File: config.mk
export PLATFORM = sky130hd
export DESIGN_NAME = timer_counter_pair_8051_unit_flat
export DESIGN_NICKNAME = d
export VERILOG_FILES = /design/src/hw/rtl/tcp_pkg.sv /design/src/hw/rtl/tcp_item_if.sv /design/src/hw/rtl/tcp_result_if.sv /design/src/hw/rtl/tcp_count.sv /design/src/hw/rtl/timer_counter_pair_8051_unit.sv /design/src/flat_wrapper.sv
export SDC_FILE = /design/constraint.sdc
export NUM_CORES = 1
export LEC_CHECK = 0
export BUFFER_PORTS_ARGS = -buffer_cell sky130_fd_sc_hd__clkbuf_2
export CAP_MARGIN = 20
export CORE_ASPECT_RATIO = 1.75
export CORE_MARGIN = 2
export CORE_UTILIZATION = 52
export CTS_BUF_LIST = sky130_fd_sc_hd__clkbuf_16
export DETAILED_ROUTE_END_ITERATION = 8
export GPL_TIMING_DRIVEN = 0
export PLACE_DENSITY = 0.7
export SYNTH_ARGS = -nofsm -noshare
export SYNTH_HDL_FRONTEND = slang
export SYNTH_SLANG_ARGS = --single-unit
File: constraint.sdc
create_clock -name clk -period 3.2 [get_ports clk]
set_input_delay 0.16 -clock clk [delete_from_list [all_inputs] [get_ports clk]]
set_output_delay 0.16 -clock clk [all_outputs]
set_load 0.02 [all_outputs]
File: src/hw/rtl/tcp_pkg.sv
`timescale 1ns / 1ps

package tcp_pkg;

	typedef logic [2:0] cmd_t;

	localparam cmd_t CMD_TICK  = 3'd0;
	localparam cmd_t CMD_READ  = 3'd1;
	localparam cmd_t CMD_WRITE = 3'd2;
	localparam cmd_t CMD_ACK0  = 3'd3;
	localparam cmd_t CMD_ACK1  = 3'd4;

	localparam logic [7:0] ADDR_TCON = 8'h88;
	localparam logic [7:0] ADDR_TMOD = 8'h89;
	localparam logic [7:0] ADDR_TL0  = 8'h8a;
	localparam logic [7:0] ADDR_TL1  = 8'h8b;
	localparam logic [7:0] ADDR_TH0  = 8'h8c;
	localparam logic [7:0] ADDR_TH1  = 8'h8d;

	// bit positions in TCON and TMOD
	localparam int TF1_BIT   = 7;
	localparam int TR1_BIT   = 6;
	localparam int TF0_BIT   = 5;
	localparam int TR0_BIT   = 4;
	localparam int GATE1_BIT = 7;
	localparam int GATE0_BIT = 3;

	localparam logic [7:0] COUNT_MAX = 8'hff;

	typedef logic [1:0] mode_t;

	localparam mode_t MODE_13BIT  = 2'd0;
	localparam mode_t MODE_16BIT  = 2'd1;
	localparam mode_t MODE_RELOAD = 2'd2;
	localparam mode_t MODE_SPLIT  = 2'd3;

	typedef struct packed {
		cmd_t       cmd;
		logic [7:0] sfr_addr;
		logic [7:0] write_data;
		logic       int0_level;
		logic       int1_level;
	} item_t;

	typedef struct packed {
		logic [7:0] read_data;
		logic       irq0;
		logic       irq1;
	} result_t;

endpackage

File: src/hw/rtl/tcp_item_if.sv
`timescale 1ns / 1ps

interface tcp_item_if;
	logic          valid;
	logic          ready;
	tcp_pkg::item_t data;

	modport source(output valid, output data, input ready);
	modport sink(input valid, input data, output ready);
endinterface

File: src/hw/rtl/tcp_result_if.sv
`timescale 1ns / 1ps

interface tcp_result_if;
	logic            valid;
	logic            ready;
	tcp_pkg::result_t data;

	modport source(output valid, output data, input ready);
	modport sink(input valid, input data, output ready);
endinterface

File: src/hw/rtl/tcp_count.sv
`timescale 1ns / 1ps

// one count of a timer in mode 0, 1 or 2; mode 3 holds
module tcp_count (
	input  logic           en,
	input  tcp_pkg::mode_t mode,
	input  logic [7:0]     lo,
	input  logic [7:0]     hi,
	output logic [7:0]     lo_next,
	output logic [7:0]     hi_next,
	output logic           ovf
);

	logic [5:0] presc;

	assign presc = {1'b0, lo[4:0]} + 6'd1;

	always_comb begin
		lo_next = lo;
		hi_next = hi;
		ovf     = 1'b0;
		if (en) begin
			case (mode)
				tcp_pkg::MODE_13BIT: begin
					// upper TL bits are cleared on every count
					lo_next = {3'b000, presc[4:0]};
					if (presc[5]) begin
						hi_next = hi + 8'd1;
						ovf     = (hi == tcp_pkg::COUNT_MAX);
					end
				end
				tcp_pkg::MODE_16BIT: begin
					lo_next = lo + 8'd1;
					if (lo == tcp_pkg::COUNT_MAX) begin
						hi_next = hi + 8'd1;
						ovf     = (hi == tcp_pkg::COUNT_MAX);
					end
				end
				tcp_pkg::MODE_RELOAD: begin
					if (lo == tcp_pkg::COUNT_MAX) begin
						lo_next = hi;
						ovf     = 1'b1;
					end else begin
						lo_next = lo + 8'd1;
					end
				end
				default: begin
				end
			endcase
		end
	end

endmodule

File: src/hw/rtl/timer_counter_pair_8051_unit.sv
`timescale 1ns / 1ps

// timer 0 / timer 1 pair of an 8051 behind TCON, TMOD, TL0, TL1, TH0, TH1
//
// item channel (sink): each transfer carries one command: count tick, SFR
// read, SFR write, or acknowledge of the timer 0 or timer 1 interrupt,
// together with the INT0 and INT1 pin levels used for gating
// result channel (source): exactly one transfer per item, in order, with the
// read byte (zero unless the command is a read) and TF0/TF1 after the item
//
// an item lands in the input register at its transfer, and its result is then
// registered in the result register, from which it is offered. throughput: one
// item per cycle while result ready stays high, set by the single pass
// through the timer update logic between the input and result registers
//
// reset clears all six SFRs and both pipeline valids. when the receiver
// stalls, the result register holds and one more item waits in the input
// register; item ready drops only while both are full and result ready is low
module timer_counter_pair_8051_unit (
	input logic          clk,
	input logic          arst_n,
	tcp_item_if.sink     item,
	tcp_result_if.source result
);

	logic             valid_s1;
	tcp_pkg::item_t   item_s1;
	logic             result_valid_q;
	tcp_pkg::result_t result_q;

	logic [7:0] tcon_q, tmod_q, tl0_q, th0_q, tl1_q, th1_q;
	logic [7:0] tcon_d, tmod_d, tl0_d, th0_d, tl1_d, th1_d;
	logic [7:0] read_d;

	logic advance;

	tcp_pkg::mode_t m0, m1;
	logic run0, run1;
	logic [7:0] c0_lo, c0_hi, c1_lo, c1_hi;
	logic c0_ovf, c1_ovf;

	assign advance    = valid_s1 && (!result_valid_q || result.ready);
	assign item.ready = !valid_s1 || !result_valid_q || result.ready;

	assign m0   = tmod_q[1:0];
	assign m1   = tmod_q[5:4];
	assign run0 = tcon_q[tcp_pkg::TR0_BIT] &&
		(!tmod_q[tcp_pkg::GATE0_BIT] || item_s1.int0_level);
	assign run1 = tcon_q[tcp_pkg::TR1_BIT] &&
		(!tmod_q[tcp_pkg::GATE1_BIT] || item_s1.int1_level);

	tcp_count u_count0 (
		.en      (run0 && m0 != tcp_pkg::MODE_SPLIT),
		.mode    (m0),
		.lo      (tl0_q),
		.hi      (th0_q),
		.lo_next (c0_lo),
		.hi_next (c0_hi),
		.ovf     (c0_ovf)
	);

	tcp_count u_count1 (
		.en      (run1),
		.mode    (m1),
		.lo      (tl1_q),
		.hi      (th1_q),
		.lo_next (c1_lo),
		.hi_next (c1_hi),
		.ovf     (c1_ovf)
	);

	always_comb begin
		tcon_d = tcon_q;
		tmod_d = tmod_q;
		tl0_d  = tl0_q;
		th0_d  = th0_q;
		tl1_d  = tl1_q;
		th1_d  = th1_q;
		read_d = 8'h00;
		case (item_s1.cmd)
			tcp_pkg::CMD_TICK: begin
				if (m0 == tcp_pkg::MODE_SPLIT) begin
					// split timer 0: TL0 under run0, TH0 under TR1 alone
					if (run0) begin
						tl0_d = tl0_q + 8'd1;
						if (tl0_q == tcp_pkg::COUNT_MAX)
							tcon_d[tcp_pkg::TF0_BIT] = 1'b1;
					end
					if (tcon_q[tcp_pkg::TR1_BIT]) begin
						th0_d = th0_q + 8'd1;
						if (th0_q == tcp_pkg::COUNT_MAX)
							tcon_d[tcp_pkg::TF1_BIT] = 1'b1;
					end
				end else begin
					tl0_d = c0_lo;
					th0_d = c0_hi;
					if (c0_ovf)
						tcon_d[tcp_pkg::TF0_BIT] = 1'b1;
				end
				tl1_d = c1_lo;
				th1_d = c1_hi;
				if (c1_ovf)
					tcon_d[tcp_pkg::TF1_BIT] = 1'b1;
			end
			tcp_pkg::CMD_READ: begin
				unique case (item_s1.sfr_addr)
					tcp_pkg::ADDR_TCON: read_d = tcon_q;
					tcp_pkg::ADDR_TMOD: read_d = tmod_q;
					tcp_pkg::ADDR_TL0:  read_d = tl0_q;
					tcp_pkg::ADDR_TL1:  read_d = tl1_q;
					tcp_pkg::ADDR_TH0:  read_d = th0_q;
					tcp_pkg::ADDR_TH1:  read_d = th1_q;
					default:            read_d = 8'h00;
				endcase
			end
			tcp_pkg::CMD_WRITE: begin
				unique case (item_s1.sfr_addr)
					tcp_pkg::ADDR_TCON: tcon_d = item_s1.write_data;
					tcp_pkg::ADDR_TMOD: tmod_d = item_s1.write_data;
					tcp_pkg::ADDR_TL0:  tl0_d  = item_s1.write_data;
					tcp_pkg::ADDR_TL1:  tl1_d  = item_s1.write_data;
					tcp_pkg::ADDR_TH0:  th0_d  = item_s1.write_data;
					tcp_pkg::ADDR_TH1:  th1_d  = item_s1.write_data;
					default: begin
					end
				endcase
			end
			tcp_pkg::CMD_ACK0: tcon_d[tcp_pkg::TF0_BIT] = 1'b0;
			tcp_pkg::CMD_ACK1: tcon_d[tcp_pkg::TF1_BIT] = 1'b0;
			default: begin
			end
		endcase
	end

	always_ff @(posedge clk or negedge arst_n) begin
		if (!arst_n) begin
			valid_s1       <= 1'b0;
			result_valid_q <= 1'b0;
		end else begin
			if (item.ready)
				valid_s1 <= item.valid;
			if (advance)
				result_valid_q <= 1'b1;
			else if (result.ready)
				result_valid_q <= 1'b0;
		end
	end

	always_ff @(posedge clk) begin
		if (item.valid && item.ready)
			item_s1 <= item.data;
		if (advance) begin
			result_q.read_data <= read_d;
			result_q.irq0      <= tcon_d[tcp_pkg::TF0_BIT];
			result_q.irq1      <= tcon_d[tcp_pkg::TF1_BIT];
		end
	end

	always_ff @(posedge clk or negedge arst_n) begin
		if (!arst_n) begin
			tcon_q <= 8'h00;
			tmod_q <= 8'h00;
			tl0_q  <= 8'h00;
			th0_q  <= 8'h00;
			tl1_q  <= 8'h00;
			th1_q  <= 8'h00;
		end else if (advance) begin
			tcon_q <= tcon_d;
			tmod_q <= tmod_d;
			tl0_q  <= tl0_d;
			th0_q  <= th0_d;
			tl1_q  <= tl1_d;
			th1_q  <= th1_d;
		end
	end

	assign result.valid = result_valid_q;
	assign result.data  = result_q;

endmodule

File: src/flat_wrapper.sv
// flat-port wrapper written by rule: the top's interface ports become plain ports
module timer_counter_pair_8051_unit_flat 
  (clk, arst_n, item_valid, item_data, item_ready, result_valid, result_data, result_ready);
  tcp_item_if item_i ();
  tcp_result_if result_i ();
  input logic clk;
  input logic arst_n;
  input wire logic [$bits(item_i.valid)-1:0] item_valid;
  input wire logic [$bits(item_i.data)-1:0] item_data;
  output wire logic [$bits(item_i.ready)-1:0] item_ready;
  output wire logic [$bits(result_i.valid)-1:0] result_valid;
  output wire logic [$bits(result_i.data)-1:0] result_data;
  input wire logic [$bits(result_i.ready)-1:0] result_ready;
  assign item_i.valid = item_valid;
  assign item_i.data = item_data;
  assign item_ready = item_i.ready;
  assign result_valid = result_i.valid;
  assign result_data = result_i.data;
  assign result_i.ready = result_ready;
  timer_counter_pair_8051_unit u_core (.clk(clk), .arst_n(arst_n), .item(item_i), .result(result_i));
endmodule
**Yosys cells after proc, flatten, opt, wreduce, memory -nomap -nowiden**

Index checks and enable logic that the tools add are counted.
Widths: inputs -> output; s select.

- $add $sub $neg: 6
- Multiply operators: 0
- Divide/modulo/power cells: 0
- Magnitude comparators: 0
- Equal/unequal tests: 36
- Shifts and indexed selects: 0
- Multiplexer cells: 50
- Bitwise gates (word level): 0
- Reduce and logical (&&, ||, !) cells: 25

Operators with widths:

| operator | count |
|---|---|
| $mux 8 | 19 |
| $pmux 8 s2 | 6 |
| $eq 8x8->1 const B | 10 |
| $pmux 8 s3 | 2 |
| $pmux 8 s6 | 1 |
| $add 8x1->8 const B | 4 |
| $mux 1 | 18 |
| $add 5x1->6 const B | 2 |
| $pmux 1 s3 | 4 |
| $ne 2x2->1 const B | 5 |
| $ne 3x2->1 const B | 3 |
| $ne 3x3->1 const B | 3 |
| $ne 4x3->1 const B | 2 |
| $reduce_and 8->1 | 1 |
| $reduce_and 7->1 | 1 |
| $eq 2x2->1 const B | 3 |
| $eq 3x2->1 const B | 2 |
| $reduce_and 3->1 | 2 |
| $reduce_and 6->1 | 1 |
| $logic_and 1x1->1 | 5 |
| $logic_or 1x1->1 | 5 |
| $ne 5x4->1 const B | 1 |
| $reduce_and 5->1 | 1 |
| $eq 2x1->1 const B | 2 |
| 9 further kinds | 14 |

- Flip-flop bits (word level): 81
- Latch bits: 0
- Bits in writable memories: 0
- Memory bits (read-only): 0
- Output and inout port bits: 12
- Memories kept: 0

**Depth between registers and ports, before layout**

Gate-level depths: netlist of run 1.

- Depth after elaboration: 8
- Depth in mapped cells: 9

**Cells and area by module**

Synthesis of run 1 repeated with hierarchy kept, for this count alone.

- Cells, all modules: 543
- Area, all modules: 5378.9 um^2

Modules (own cells, without submodules):

| module | instances | cells an instance | area each (um^2) |
|---|---|---|---|
| timer_counter_pair_8051_unit | 1 | 387 | 4152.7 |
| tcp_count | 2 | 78 | 613.1 |

**Least setup slack after synthesis of run 1**

No wires, ideal clock.

- Path type: register to register
- Start point: register u_core.tmod_q[1]
- End point: register u_core.th0_q[1]
- Data arrival time: 2042 ps
- Slack: 1032 ps
- Cell stages (with the launch flop): 10
- Buffers on the path: 2
- Clock period less this slack: 2168 ps
- Path through: dfrtp_1 > inv_1 > ha_1 > buf_2 > or2_0 > a41o_1 > a32oi_4 > nand2b_1 > buf_6 > mux2_4

- Longest elaborated chain between the ends: 5
- Elaborated cells on any way between the ends: 15
- Those cells by class: eq/ne: 8; mux: 4; reduce/logical: 3

Ends and longest elaborated chain:

| what | line | RTL |
|---|---|---|
| start: declaration | timer_counter_pair_8051_unit.sv:31 | `logic [7:0] tcon_q, tmod_q, tl0_q, th0_q, tl1_q, th1_q;` |
| start signal: assignment | timer_counter_pair_8051_unit.sv:169 | `tmod_q <= tmod_d;` |
| $eq 2x1->1 or $logic_not 2->1 (tied branches) | tcp_count.sv:23 | `case (mode)` |
| $pmux 8 s2 | tcp_count.sv:23 |  |
| $mux 8 | tcp_count.sv:22 | `if (en) begin` |
| $mux 8 | timer_counter_pair_8051_unit.sv:82 | `if (m0 == tcp_pkg::MODE_SPLIT) begin` |
| $pmux 8 s2 | timer_counter_pair_8051_unit.sv:80 | `case (item_s1.cmd)` |
| end signal: assignment | timer_counter_pair_8051_unit.sv:171 | `th0_q <= th0_d;` |
| end: declaration | timer_counter_pair_8051_unit.sv:31 |  |

Parallel ways exist; a longest one is shown, timed or not. The select of a mux whose other input is x is not followed.
A chain may end at the register's enable or synchronous reset.

**Worst setup path in the final report of run 1**

- Start point: register u_core.tl1_q[0]
- End point: register u_core.tl1_q[1]

- Longest elaborated chain between the ends: 5
- Elaborated cells on any way between the ends: 7
- Those cells by class: add/sub: 2; eq/ne: 1; mux: 4

Ends and longest elaborated chain:

| what | line | RTL |
|---|---|---|
| start: declaration | timer_counter_pair_8051_unit.sv:31 |  |
| start signal: assignment | timer_counter_pair_8051_unit.sv:172 | `tl1_q <= tl1_d;` |
| $add 8x1->8 or $eq 8x8->1 (tied branches) | tcp_count.sv:33, tcp_count.sv:44, tcp_count.sv:40 |  |
| $mux 8 | tcp_count.sv:40 | `if (lo == tcp_pkg::COUNT_MAX) begin` |
| $pmux 8 s3 (*) | tcp_count.sv:23 |  |
| $mux 8 (*) | tcp_count.sv:22 |  |
| $pmux 8 s2 (*) | timer_counter_pair_8051_unit.sv:80 |  |

Every way passes the cells marked *; elsewhere a longest branch is shown, timed or not. The select of a mux whose other input is x is not followed.

==> results of run 1 <==
-- final cells by class --
| type | instances | area, um^2 |
|---|---|---|
| Buffer | 22 | 150 |
| Clock buffer | 9 | 225 |
| Clock inverter | 7 | 27.5 |
| Fill cell | 775 | 3610 |
| Inverter | 18 | 67.6 |
| Multi-Input combinational cell | 356 | 2530 |
| Sequential cell | 81 | 2180 |
| Tap cell | 122 | 153 |
| Timing Repair Buffer | 58 | 410 |
-- repair_timing --
action	4_1_cts	5_1_grt
endpoints found under the hold margin	41	1
buffers inserted	0	0
hold buffers	20	1
-- logic make-up after synthesis --
kind of cell | count (synthesis) | synth area share [%]
multiplexers | 24 | 7.36
adder cells (fa/ha/maj) | 12 | 3.05
flip-flops | 81 | 44.3
AO/OA/AOI/OAI | 152 | 21.1
buffers and inverters | 40 | 4.42
AND/OR/NAND/NOR | 164 | 19.0
XOR/XNOR | 4 | 0.711
-- layout by cell type, fill, tap and decap left out, types with 10 or more instances in the layout --
cell | synthesis | layout
sky130_fd_sc_hd__ha_1 | 12 | 12
sky130_fd_sc_hd__a21oi_1 | 32 | 32
sky130_fd_sc_hd__clkbuf_2 | 0 | 36
sky130_fd_sc_hd__a31oi_1 | 15 | 15
sky130_fd_sc_hd__mux2_2 | 14 | 14
sky130_fd_sc_hd__and3_1 | 10 | 10
sky130_fd_sc_hd__nand3_1 | 18 | 18
sky130_fd_sc_hd__dlygate4sd3_1 | 0 | 21
sky130_fd_sc_hd__nand2_1 | 44 | 44
sky130_fd_sc_hd__inv_1 | 18 | 23
sky130_fd_sc_hd__dfrtp_1 | 50 | 50
sky130_fd_sc_hd__o21ai_0 | 25 | 25
sky130_fd_sc_hd__edfxtp_1 | 31 | 31
sky130_fd_sc_hd__a22oi_1 | 10 | 10
sky130_fd_sc_hd__o31ai_1 | 12 | 12
sky130_fd_sc_hd__buf_2 | 12 | 12
sky130_fd_sc_hd__nor2_1 | 27 | 27
-- worst min-delay path by stage --
stage	start	end	slack, ns
5_1_grt	item_data[7]	u_core.item_s1[7]	0.003
2_1_floorplan	arst_n	u_core.result.valid	-0.14
3_3_place_gp	item_data[9]	u_core.item_s1[9]	0.34
4_1_cts	item_data[4]	u_core.item_s1[4]	0.0007
6_report	item_data[7]	u_core.item_s1[7]	0.001
3_5_place_dp	arst_n	u_core.tl1_q[0]	0.20
-- stage by stage --
stage | power, mW | hold WS (ns) | utilization, % | cells | setup slack [ns]
2_1_floorplan | 1.37 | -0.136 | - | 477 | 1.03
3_3_place_gp | 1.46 | 0.336 | 56.3 | 635 | 0.572
3_5_place_dp | 1.47 | 0.198 | 56.5 | 636 | 0.579
4_1_cts | 2.38 | 0.000688 | 61.3 | 672 | 0.542
5_1_grt | 2.47 | 0.00292 | 61.4 | 673 | 0.354
6_report | 2.39 | 0.00143 | 61.4 | 673 | 0.432
-- where the power goes --
part	switching, mW	internal [mW]	leakage (nW)
sequential	0.0621	1.14	0.958
clock	0.404	0.507	0.143
combinational	0.164	0.119	1.24
total	0.629	1.76	2.34
-- registers in the layout, summed over array words and instances, names as in the netlist --
signal,count
u_core.item_s1,21
u_core.th1_q,8
u_core.tl1_q,8
u_core.th0_q,8
u_core.result.valid,1
u_core.result.data,10
u_core.tmod_q,8
u_core.valid_s1,1
u_core.tl0_q,8
u_core.tcon_q,8
-- metal layers --
layer | share of wire, % | vias to the layer above | GRT usage, %
met3 | 7.0 | 79 | 7.30
met4 | 6.9 | 0 | 21.3
met1 | 35 | 2089 | 34.1
met5 | 0 | - | 0
met2 | 51 | 252 | 50.7
li1 | - | 1982 | -
==> results_tabular.tex, run 1 <==
\begin{tabular}{lr}
\hline
Metric & Value \\
\hline
\multicolumn{2}{l}{\textbf{Global routing}} \\
\quad Via count of the first global-routing pass & 4395 \\
\quad Wire length of the first global-routing pass & 23700 um \\
\quad Largest net degree at the start of global routing & 29 \\
\quad Initial antenna violation count & 0 \\
\quad GRT Resource Usage Total & 30.6\% \\
\quad Gr ovfl total & 0 \\
\multicolumn{2}{l}{\textbf{Routing}} \\
\quad Antenna violation net count after detailed routing & 0 \\
\quad DRC & 0 \\
\quad Mean routed wirelength per cell & 22.1 um \\
\quad Number of iterations in the first detailed-routing pass & 5 \\
\quad Via count normalized by instance count & 6.54 \\
\quad Iter 0 DRT Violations & 415 \\
\quad Total length of routed wires & 14900 um \\
\quad Detailed-route via count & 4402 \\
\multicolumn{2}{l}{\textbf{Clock network}} \\
\quad Number of buffers on the longest clock path & 2 \\
\quad Clock buffers created by TritonCTS & 9 \\
\quad Count of cells resized by post-cts repair & 0 \\
\quad Clock latency on the worst-skew pair & 0.35 ns \\
\quad Buffer type at the clock tree root & sky130\_fd\_sc\_hd\_\_clkbuf\_16 \\
\quad Clock-pin transition on the worst setup and hold timing paths & 0.06 ns \\
\quad Maximum level of the CTS H-tree & 3 \\
\quad CTS tree & done \\
\quad Clock Sink Count & 81 \\
\multicolumn{2}{l}{\textbf{Job}} \\
\quad Max Cap Viol & 0 \\
\multicolumn{2}{l}{\textbf{STA}} \\
\quad Measured slew at the worst slew-check pin & 0.844 ns \\
\quad Total setup violations reported at the end of the flow & 0 \\
\quad Portion of the clock cycle consumed by the worst path in the final layout & 86.5\% \\
\quad Setup total negative slack & 0 ns \\
\quad Number of max-slew violations in the final report & 0 \\
\quad Max-slew headroom & 43.2\% \\
\quad Setup Skew & 0.0116 ns \\
\quad Final critical delay including setup and external delays & 2.77 ns \\
\quad Count of final hold-check violations & 0 \\
\quad Upper clock frequency limit & 361 MHz \\
\quad Setup repair after global routing missed its margin & no \\
\multicolumn{2}{l}{\textbf{Worst setup path}} \\
\quad Worst EP arrival & 3.00 ns \\
\quad Crit. path cell count & 6 \\
\quad Count of buffering cells on the critical path with inverters included & 0 \\
\quad Crit start category & flip-flop \\
\quad Worst reg2reg path startpoint & u\_core.tl1\_q[0] \\
\quad Critical Path Slowest Stage Cell & sky130\_fd\_sc\_hd\_\_o21ai\_0 \\
\quad Maximum single-stage delay on the critical path & 0.77 ns \\
\quad Worst path required time & 3.43 ns \\
\quad Critical path's top delay family & compound AO/OA/AOI/OAI gates \\
\quad Register-to-register setup slack & 0.43 ns \\
\quad Ordered list of cells on the worst path & ha\_1 > nand4\_1 > o21ai\_0 > nand2\_1 > a221oi\_1 > o31ai\_1 \\
\quad R2R Path End & u\_core.tl1\_q[1] \\
\quad Worst setup path startpoint & u\_core.tl1\_q[0] \\
\quad Setup Crit Path Kind & reg2reg \\
\quad Nature of the critical path endpoint & flip-flop \\
\quad Crit-path max FO & 6 \\
\quad Cell depth of the worst flop-to-flop path & 6 \\
\quad End of the critical path & u\_core.tl1\_q[1] \\
\multicolumn{2}{l}{\textbf{Synthesis}} \\
\quad Count of warnings emitted by yosys & 0 \\
\quad Synth area leader & sky130\_fd\_sc\_hd\_\_dfrtp\_1 \\
\quad Leading post-synthesis cells by cell area & sky130\_fd\_sc\_hd\_\_dfrtp\_1, sky130\_fd\_sc\_hd\_\_edfxtp\_1, sky130\_fd\_sc\_hd\_\_mux4\_2 \\
\quad Average size of a mapped cell & 10.3 um\^{}2 \\
\quad Cell with the most instances after synthesis & sky130\_fd\_sc\_hd\_\_dfrtp\_1 \\
\quad Net count after synthesis & 514 \\
\quad Sequential element share of the synthesized area & 44.3\% \\
\quad Leading post-synthesis cells by instance count & sky130\_fd\_sc\_hd\_\_dfrtp\_1, sky130\_fd\_sc\_hd\_\_nand2\_1, sky130\_fd\_sc\_hd\_\_a21oi\_1, sky130\_fd\_sc\_hd\_\_edfxtp\_1, sky130\_fd\_sc\_hd\_\_nor2\_1 \\
\quad Number of synthesized flops with an enable pin & 31 \\
\quad Synth Flop Type & sky130\_fd\_sc\_hd\_\_dfrtp\_1 \\
\quad Post-synthesis cell area & 4930 um\^{}2 \\
\quad Number of instances in the synthesized netlist & 477 \\
\quad Count of unique library cells instantiated by Yosys & 76 \\
\quad Flops \& latches, synth & 81 \\
\quad Proportion of netlist area held by the largest area contributor & 25.4\% \\
\quad Async set-or-reset flop fraction in the synthesized netlist & 61.7\% \\
\multicolumn{2}{l}{\textbf{Final layout}} \\
\quad Cell area after layout & 5740 um\^{}2 \\
\quad Inserted Diodes & 0 \\
\quad Final nets & 583 \\
\quad Share of layout cells above drive strength 1 & 20.3\% \\
\quad Synth-to-Final Area Change & 16.6\% \\
\multicolumn{2}{l}{\textbf{Floorplanning}} \\
\quad Starting density of the core & 52.7\% \\
\quad Number of ports placed on the die boundary & 37 \\
\quad Std-Cell Core Area & 9350 um\^{}2 \\
\quad DIE WIDTH & 77.6 um \\
\quad Die area & 10300 um\^{}2 \\
\quad Die outline height & 133 um \\
\quad Number of standard-cell rows in the floorplan & 47 \\
\multicolumn{2}{l}{\textbf{Place}} \\
\quad Routability cong. & 0.963 \\
\quad Placed wire-length estimate after detailed placement & 11200 um \\
\quad Number of input and output port buffers inserted & 36 \\
\quad Post-placement cell area & 5280 um\^{}2 \\
\multicolumn{2}{l}{\textbf{Power and ir drop}} \\
\quad Leakage & 2.34 nW \\
\quad Worst ir drop on vdd & 0.425 mV \\
\quad Cell area power density & 416 nW/um\^{}2 \\
\multicolumn{2}{l}{\textbf{Status}} \\
\quad Status & finished, final reports clean \\
\multicolumn{2}{l}{\textbf{Hold path}} \\
\quad Type of the most critical hold path & in2reg \\
\quad Worst hold path cell count & 1 \\
\hline
\end{tabular}
Note: power is estimated with default switching activity, not from simulation.
==> run 2: changes to the inputs <==
--- a/config.mk
+++ b/config.mk
@@ -8,7 +8,7 @@
 export BUFFER_PORTS_ARGS = -buffer_cell sky130_fd_sc_hd__clkbuf_2
 export CAP_MARGIN = 20
 export CORE_ASPECT_RATIO = 1.75
-export CORE_MARGIN = 2
+export CORE_MARGIN = 4
 export CORE_UTILIZATION = 52
 export CTS_BUF_LIST = sky130_fd_sc_hd__clkbuf_16
 export DETAILED_ROUTE_END_ITERATION = 8
==> run 2 against run 1 <==
First-iteration DRC count is 19% lower; sequential share of layout area is 0.32 points lower; routed wire length is 1.1% higher; setup slack better by 0.023 ns; via count is 0.75% higher; sequential power hardly changed; clock power is 19% higher; non-clock buffer count stayed put; final cell count is 0.30% lower; critical path type unchanged; largest cell class unchanged; largest power group unchanged.
==> results_tabular.tex, run 2 (same netlist as run 1, synthesis figures left out) <==
\begin{tabular}{lr}
\hline
Metric & Value \\
\hline
\multicolumn{2}{l}{\textbf{Place}} \\
\quad Number of input and output port buffers inserted & 36 \\
\quad Routability cong. & 0.943 \\
\quad Placed wire-length estimate after detailed placement & 11200 um \\
\quad Placed cell count & 634 \\
\quad Post-placement cell area & 5280 um\^{}2 \\
\multicolumn{2}{l}{\textbf{Power and ir drop}} \\
\quad Worst ir drop on vdd & 0.445 mV \\
\quad Final Power & 2.56 mW \\
\quad Cell area power density & 442 nW/um\^{}2 \\
\quad Leakage & 2.36 nW \\
\multicolumn{2}{l}{\textbf{Clock network}} \\
\quad Maximum level of the CTS H-tree & 3 \\
\quad Setup Fix Bufs, Post-CTS & 0 \\
\quad Clock buffers created by TritonCTS & 9 \\
\quad Clock-pin transition on the worst setup and hold timing paths & 0.06 ns \\
\quad Clock Sink Count & 81 \\
\quad Number of buffers on the longest clock path & 2 \\
\quad CTS tree & done \\
\quad Clock latency on the worst-skew pair & 0.34 ns \\
\quad Buffer type at the clock tree root & sky130\_fd\_sc\_hd\_\_clkbuf\_16 \\
\multicolumn{2}{l}{\textbf{Worst setup path}} \\
\quad Nature of the critical path endpoint & flip-flop \\
\quad Critical Path Slowest Stage Cell & sky130\_fd\_sc\_hd\_\_o21ai\_0 \\
\quad Worst setup path startpoint & u\_core.tl1\_q[0] \\
\quad Crit-path max FO & 6 \\
\quad Crit start category & flip-flop \\
\quad Ordered list of cells on the worst path & ha\_1 > nand4\_1 > o21ai\_0 > nand2\_1 > a221oi\_1 > o31ai\_1 \\
\quad Worst reg2reg path startpoint & u\_core.tl1\_q[0] \\
\quad Crit. path cell count & 6 \\
\quad Critical path's top delay family & compound AO/OA/AOI/OAI gates \\
\quad Worst path required time & 3.42 ns \\
\quad End of the critical path & u\_core.tl1\_q[1] \\
\quad Maximum single-stage delay on the critical path & 0.75 ns \\
\quad Register-to-register setup slack & 0.45 ns \\
\quad Worst EP arrival & 2.96 ns \\
\quad Count of buffering cells on the critical path with inverters included & 0 \\
\quad Cell depth of the worst flop-to-flop path & 6 \\
\quad R2R Path End & u\_core.tl1\_q[1] \\
\quad Setup Crit Path Kind & reg2reg \\
\multicolumn{2}{l}{\textbf{Final layout}} \\
\quad Synth-to-Final Area Change & 17.5\% \\
\quad Most common library cell in the layout ignoring fill and taps & sky130\_fd\_sc\_hd\_\_dfrtp\_1 \\
\quad Final nets & 583 \\
\quad Commonest non-fill, non-tap cells in the layout & sky130\_fd\_sc\_hd\_\_dfrtp\_1, sky130\_fd\_sc\_hd\_\_nand2\_1, sky130\_fd\_sc\_hd\_\_clkbuf\_2 \\
\quad Count of non-filler cells in the finished layout & 671 \\
\quad Largest Register & u\_core.item\_s1 \\
\quad Share of layout cells above drive strength 1 & 20.5\% \\
\quad Inserted Diodes & 0 \\
\quad Fillers & 748 \\
\quad Number of flip-flops in the largest register & 21 \\
\quad Cell area after layout & 5790 um\^{}2 \\
\multicolumn{2}{l}{\textbf{Floorplanning}} \\
\quad Number of standard-cell rows in the floorplan & 46 \\
\quad Number of ports placed on the die boundary & 37 \\
\quad Std-Cell Core Area & 9150 um\^{}2 \\
\quad Die area & 11200 um\^{}2 \\
\quad DIE WIDTH & 81.6 um \\
\quad Starting density of the core & 53.8\% \\
\quad Die outline height & 137 um \\
\multicolumn{2}{l}{\textbf{STA}} \\
\quad Total setup violations reported at the end of the flow & 0 \\
\quad Setup total negative slack & 0 ns \\
\quad Count of final hold-check violations & 0 \\
\quad Setup Skew & 0.0102 ns \\
\quad Portion of the clock cycle consumed by the worst path in the final layout & 85.8\% \\
\quad Final critical delay including setup and external delays & 2.75 ns \\
\quad Max-slew headroom & 41.6\% \\
\quad Setup repair after global routing missed its margin & no \\
\quad Minimum hold slack & 0.0143 ns \\
\quad Measured slew at the worst slew-check pin & 0.875 ns \\
\quad Number of max-slew violations in the final report & 0 \\
\quad Upper clock frequency limit & 364 MHz \\
\multicolumn{2}{l}{\textbf{Status}} \\
\quad Status & finished, final reports clean \\
\multicolumn{2}{l}{\textbf{Routing}} \\
\quad Total length of routed wires & 15000 um \\
\quad Number of iterations in the first detailed-routing pass & 5 \\
\quad DRC & 0 \\
\quad Mean routed wirelength per cell & 22.4 um \\
\quad Antenna violation net count after detailed routing & 0 \\
\quad Detailed-route via count & 4435 \\
\quad Via count normalized by instance count & 6.61 \\
\quad Iter 0 DRT Violations & 338 \\
\multicolumn{2}{l}{\textbf{Hold path}} \\
\quad Type of the most critical hold path & in2reg \\
\quad Worst hold path cell count & 1 \\
\multicolumn{2}{l}{\textbf{Global routing}} \\
\quad GRT Resource Usage Total & 28.8\% \\
\quad Initial antenna violation count & 0 \\
\quad Via count of the first global-routing pass & 4442 \\
\quad Largest net degree at the start of global routing & 29 \\
\quad Wire length of the first global-routing pass & 23700 um \\
\quad Gr ovfl total & 0 \\
\multicolumn{2}{l}{\textbf{Job}} \\
\quad Max Cap Viol & 0 \\
\hline
\end{tabular}
run 2: changes by cell type in the layout (fill, tap and decap cells not counted), sizes merged:
cell / before / now
inv: 23 / 21
bufinv: 0 / 2
run 2: metal layers:
layer  vias up  track usage, %  wire length, um
li1       1977               -                -
met5         -               0                0
met2       228            48.8             7750
met1      2161            32.5             5320
met3        69            5.60             1020
met4         0            18.1              949
run 2: through the flow:
step / worst slack (ns) / utilization [%]
2_1_floorplan: 1.03 / -
3_3_place_gp: 0.593 / 57.5
3_5_place_dp: 0.563 / 57.7
4_1_cts: 0.554 / 63.2
5_1_grt: 0.404 / 63.3
6_report: 0.454 / 63.3
run 2: cell type report:
cell class	instances	area (um^2)	area share, %
Multi-Input combinational cell	356	2530	43.6
Clock buffer	9	225	3.89
Timing Repair Buffer	58	410	7.09
Tap cell	120	150	2.59
Clock inverter	7	78.8	1.36
Sequential cell	81	2180	37.7
Inverter	18	67.6	1.17
Buffer	22	150	2.59
run 2: timing repair:
action	in CTS	in global routing
hold buffers	20	1
hold endpoints to repair	41	1
gates resized for setup	0	0
run 2: worst min path at each step:
stage / to / slack [ns] / from
finish: u_core.item_s1[4] / 0.01 / item_data[4]
global route: u_core.item_s1[4] / 0.009 / item_data[4]
CTS: u_core.item_s1[14] / 0.003 / item_data[14]
detailed placement: u_core.tl1_q[1] / 0.20 / arst_n
global placement: u_core.item_s1[13] / 0.34 / item_data[13]
floorplan: u_core.result.valid / -0.14 / arst_n
run 2: power by group:
| group | internal [mW] | switching [mW] |
|---|---|---|
| clock | 0.670 | 0.408 |
| combinational | 0.120 | 0.165 |
| sequential | 1.13 | 0.0616 |
==> run 3: changes to the inputs <==
--- a/config.mk
+++ b/config.mk
@@ -10,10 +10,8 @@
 export CORE_ASPECT_RATIO = 1.75
 export CORE_MARGIN = 4
 export CORE_UTILIZATION = 52
-export CTS_BUF_LIST = sky130_fd_sc_hd__clkbuf_16
 export DETAILED_ROUTE_END_ITERATION = 8
-export GPL_TIMING_DRIVEN = 0
-export PLACE_DENSITY = 0.7
+export PLACE_DENSITY_LB_ADDON = 0.15
 export SYNTH_ARGS = -nofsm -noshare
 export SYNTH_HDL_FRONTEND = slang
 export SYNTH_SLANG_ARGS = --single-unit
==> run 3 against run 2 <==
Final cell count decreased by 2.8%; utilization down 2.1 points; hold slack worse by 0.012 ns; fmax increased by 13%; flip-flop and latch count stayed put; clock skew fell by 0.0026 ns; setup slack gained 0.32 ns; via count decreased by 1.7%; global-route usage down 1.0 points; critical path type unchanged; critical endpoint is now u_core.tl0_q[6]; largest cell class unchanged; largest power group unchanged; highest routed layer unchanged.
==> results_tabular.tex, run 3 (same netlist as run 1, synthesis figures left out) <==
\begin{tabular}{lr}
\hline
Metric & Value \\
\hline
\multicolumn{2}{l}{\textbf{STA}} \\
\quad Upper clock frequency limit & 413 MHz \\
\quad Measured slew at the worst slew-check pin & 0.856 ns \\
\quad Setup repair after global routing missed its margin & no \\
\quad Max-slew headroom & 42.9\% \\
\quad Final critical delay including setup and external delays & 2.42 ns \\
\quad Number of max-slew violations in the final report & 0 \\
\quad Setup Skew & 0.00758 ns \\
\quad Setup total negative slack & 0 ns \\
\quad Count of final hold-check violations & 0 \\
\quad Total setup violations reported at the end of the flow & 0 \\
\quad Portion of the clock cycle consumed by the worst path in the final layout & 75.7\% \\
\multicolumn{2}{l}{\textbf{Clock network}} \\
\quad Clock Sink Count & 81 \\
\quad Clock latency on the worst-skew pair & 0.34 ns \\
\quad Clock buffers created by TritonCTS & 9 \\
\quad CTS tree & done \\
\quad Clock-pin transition on the worst setup and hold timing paths & 0.05 ns \\
\quad Maximum level of the CTS H-tree & 3 \\
\quad Number of buffers on the longest clock path & 2 \\
\quad Buffer type at the clock tree root & sky130\_fd\_sc\_hd\_\_clkbuf\_16 \\
\multicolumn{2}{l}{\textbf{Hold path}} \\
\quad Type of the most critical hold path & in2reg \\
\multicolumn{2}{l}{\textbf{Worst setup path}} \\
\quad Critical path's top delay family & simple AND/OR/NAND/NOR gates \\
\quad Register-to-register setup slack & 0.78 ns \\
\quad Worst EP arrival & 2.64 ns \\
\quad Nature of the critical path endpoint & flip-flop \\
\quad Crit-path max FO & 16 \\
\quad Maximum single-stage delay on the critical path & 0.61 ns \\
\quad Crit start category & flip-flop \\
\quad Critical Path Slowest Stage Cell & sky130\_fd\_sc\_hd\_\_or4\_1 \\
\quad Ordered list of cells on the worst path & ha\_1 > or4\_1 > nand4\_1 > a21o\_1 > nor2\_1 > a22o\_1 \\
\quad Setup Crit Path Kind & reg2reg \\
\quad Count of buffering cells on the critical path with inverters included & 0 \\
\quad Worst path required time & 3.42 ns \\
\multicolumn{2}{l}{\textbf{Final layout}} \\
\quad Most common library cell in the layout ignoring fill and taps & sky130\_fd\_sc\_hd\_\_dfrtp\_1 \\
\quad Number of flip-flops in the largest register & 21 \\
\quad Inserted Diodes & 0 \\
\quad Share of layout cells above drive strength 1 & 18.6\% \\
\quad Final nets & 564 \\
\quad Commonest non-fill, non-tap cells in the layout & sky130\_fd\_sc\_hd\_\_dfrtp\_1, sky130\_fd\_sc\_hd\_\_nand2\_1, sky130\_fd\_sc\_hd\_\_clkbuf\_2 \\
\quad Largest Register & u\_core.item\_s1 \\
\quad Synth-to-Final Area Change & 13.6\% \\
\multicolumn{2}{l}{\textbf{Place}} \\
\quad Routability cong. & 1.02 \\
\quad Number of input and output port buffers inserted & 36 \\
\quad Placed wire-length estimate after detailed placement & 10800 um \\
\multicolumn{2}{l}{\textbf{Routing}} \\
\quad Via count normalized by instance count & 6.69 \\
\quad Mean routed wirelength per cell & 22.4 um \\
\quad Total length of routed wires & 14600 um \\
\quad Iter 0 DRT Violations & 574 \\
\quad DRC & 0 \\
\quad Number of iterations in the first detailed-routing pass & 5 \\
\quad Detailed-route via count & 4360 \\
\quad Antenna violation net count after detailed routing & 0 \\
\multicolumn{2}{l}{\textbf{Global routing}} \\
\quad GRT Resource Usage Total & 27.8\% \\
\quad Largest net degree at the start of global routing & 33 \\
\quad Initial antenna violation count & 0 \\
\quad Via count of the first global-routing pass & 4258 \\
\quad Wire length of the first global-routing pass & 23000 um \\
\quad Gr ovfl total & 0 \\
\multicolumn{2}{l}{\textbf{Floorplanning}} \\
\quad Std-Cell Core Area & 9150 um\^{}2 \\
\quad Number of ports placed on the die boundary & 37 \\
\quad Die area & 11200 um\^{}2 \\
\quad DIE WIDTH & 81.6 um \\
\quad Number of standard-cell rows in the floorplan & 46 \\
\quad Starting density of the core & 53.8\% \\
\quad Die outline height & 137 um \\
\multicolumn{2}{l}{\textbf{Power and ir drop}} \\
\quad Cell area power density & 426 nW/um\^{}2 \\
\quad Final Power & 2.39 mW \\
\quad Worst ir drop on vdd & 0.361 mV \\
\quad Leakage & 2.23 nW \\
\multicolumn{2}{l}{\textbf{Status}} \\
\quad Status & finished, final reports clean \\
\multicolumn{2}{l}{\textbf{Job}} \\
\quad Max Cap Viol & 0 \\
\hline
\end{tabular}
-- run 3: cell count changes in the layout (fill, tap and decap cells not counted), sizes merged --
cell	change
clkinvlp	+1
buf	-14
clkbuf	-1
clkinv	+2
inv	-3
dlygate4sd3	-2
bufinv	-2
-- run 3: layer usage --
metal  part of all wire, %  vias to the layer above  wire (um)  track usage (%)
met5                     0                        -          0                0
met4                   6.2                        0        911             16.1
met3                   6.9                       57       1010             5.01
met2                    50                      250       7290             46.7
met1                    37                     2110       5390             32.7
li1                      -                     1943          -                -
-- run 3: worst paths after layout --
path                             startpoint                 to  depth (start not counted)
max in group asynchronous            arst_n   u_core.tcon_q[5]                          3
min in group asynchronous            arst_n    u_core.tl0_q[4]                          2
min reg2reg                u_core.tmod_q[6]   u_core.tmod_q[6]                          1
min                            item_data[2]  u_core.item_s1[2]                          1
max reg2reg                u_core.tmod_q[0]    u_core.tl0_q[6]                          6
max                        u_core.tmod_q[0]    u_core.tl0_q[6]                          6
-- run 3: what timing repair did --
item | CTS | global route
resized for setup | 0 | 0
hold buffers | 18 | 1
endpoints found under the hold margin | 41 | 1
setup buffers | 0 | 0
-- run 3: metrics by stage --
stage               hold WS [ns]  worst slack, ns  util (%)  std cells  instance area, um^2
floorplan                 -0.136             1.03         -        477                 4930
detailed placement         0.216            0.828      56.3        617                 5150
global route             0.00636            0.642      61.2        652                 5600
global placement           0.209            0.853      56.3        617                 5150
CTS                      0.00102            0.801      61.1        651                 5590
finish                   0.00246            0.777      61.2        652                 5600
-- run 3: final cells by class --
| cell class | instances | area [um^2] |
|---|---|---|
| Clock buffer | 11 | 233 |
| Sequential cell | 81 | 2180 |
| Inverter | 18 | 67.6 |
| Fill cell | 747 | 3550 |
| Multi-Input combinational cell | 356 | 2530 |
| Tap cell | 120 | 150 |
| Clock inverter | 5 | 23.8 |
| Timing Repair Buffer | 61 | 415 |
-- run 3: where the power goes --
part / internal [mW] / switching (mW) / total (mW)
logic: 0.112 / 0.153 / 0.265
registers: 1.14 / 0.0764 / 1.21
clock network: 0.516 / 0.395 / 0.911
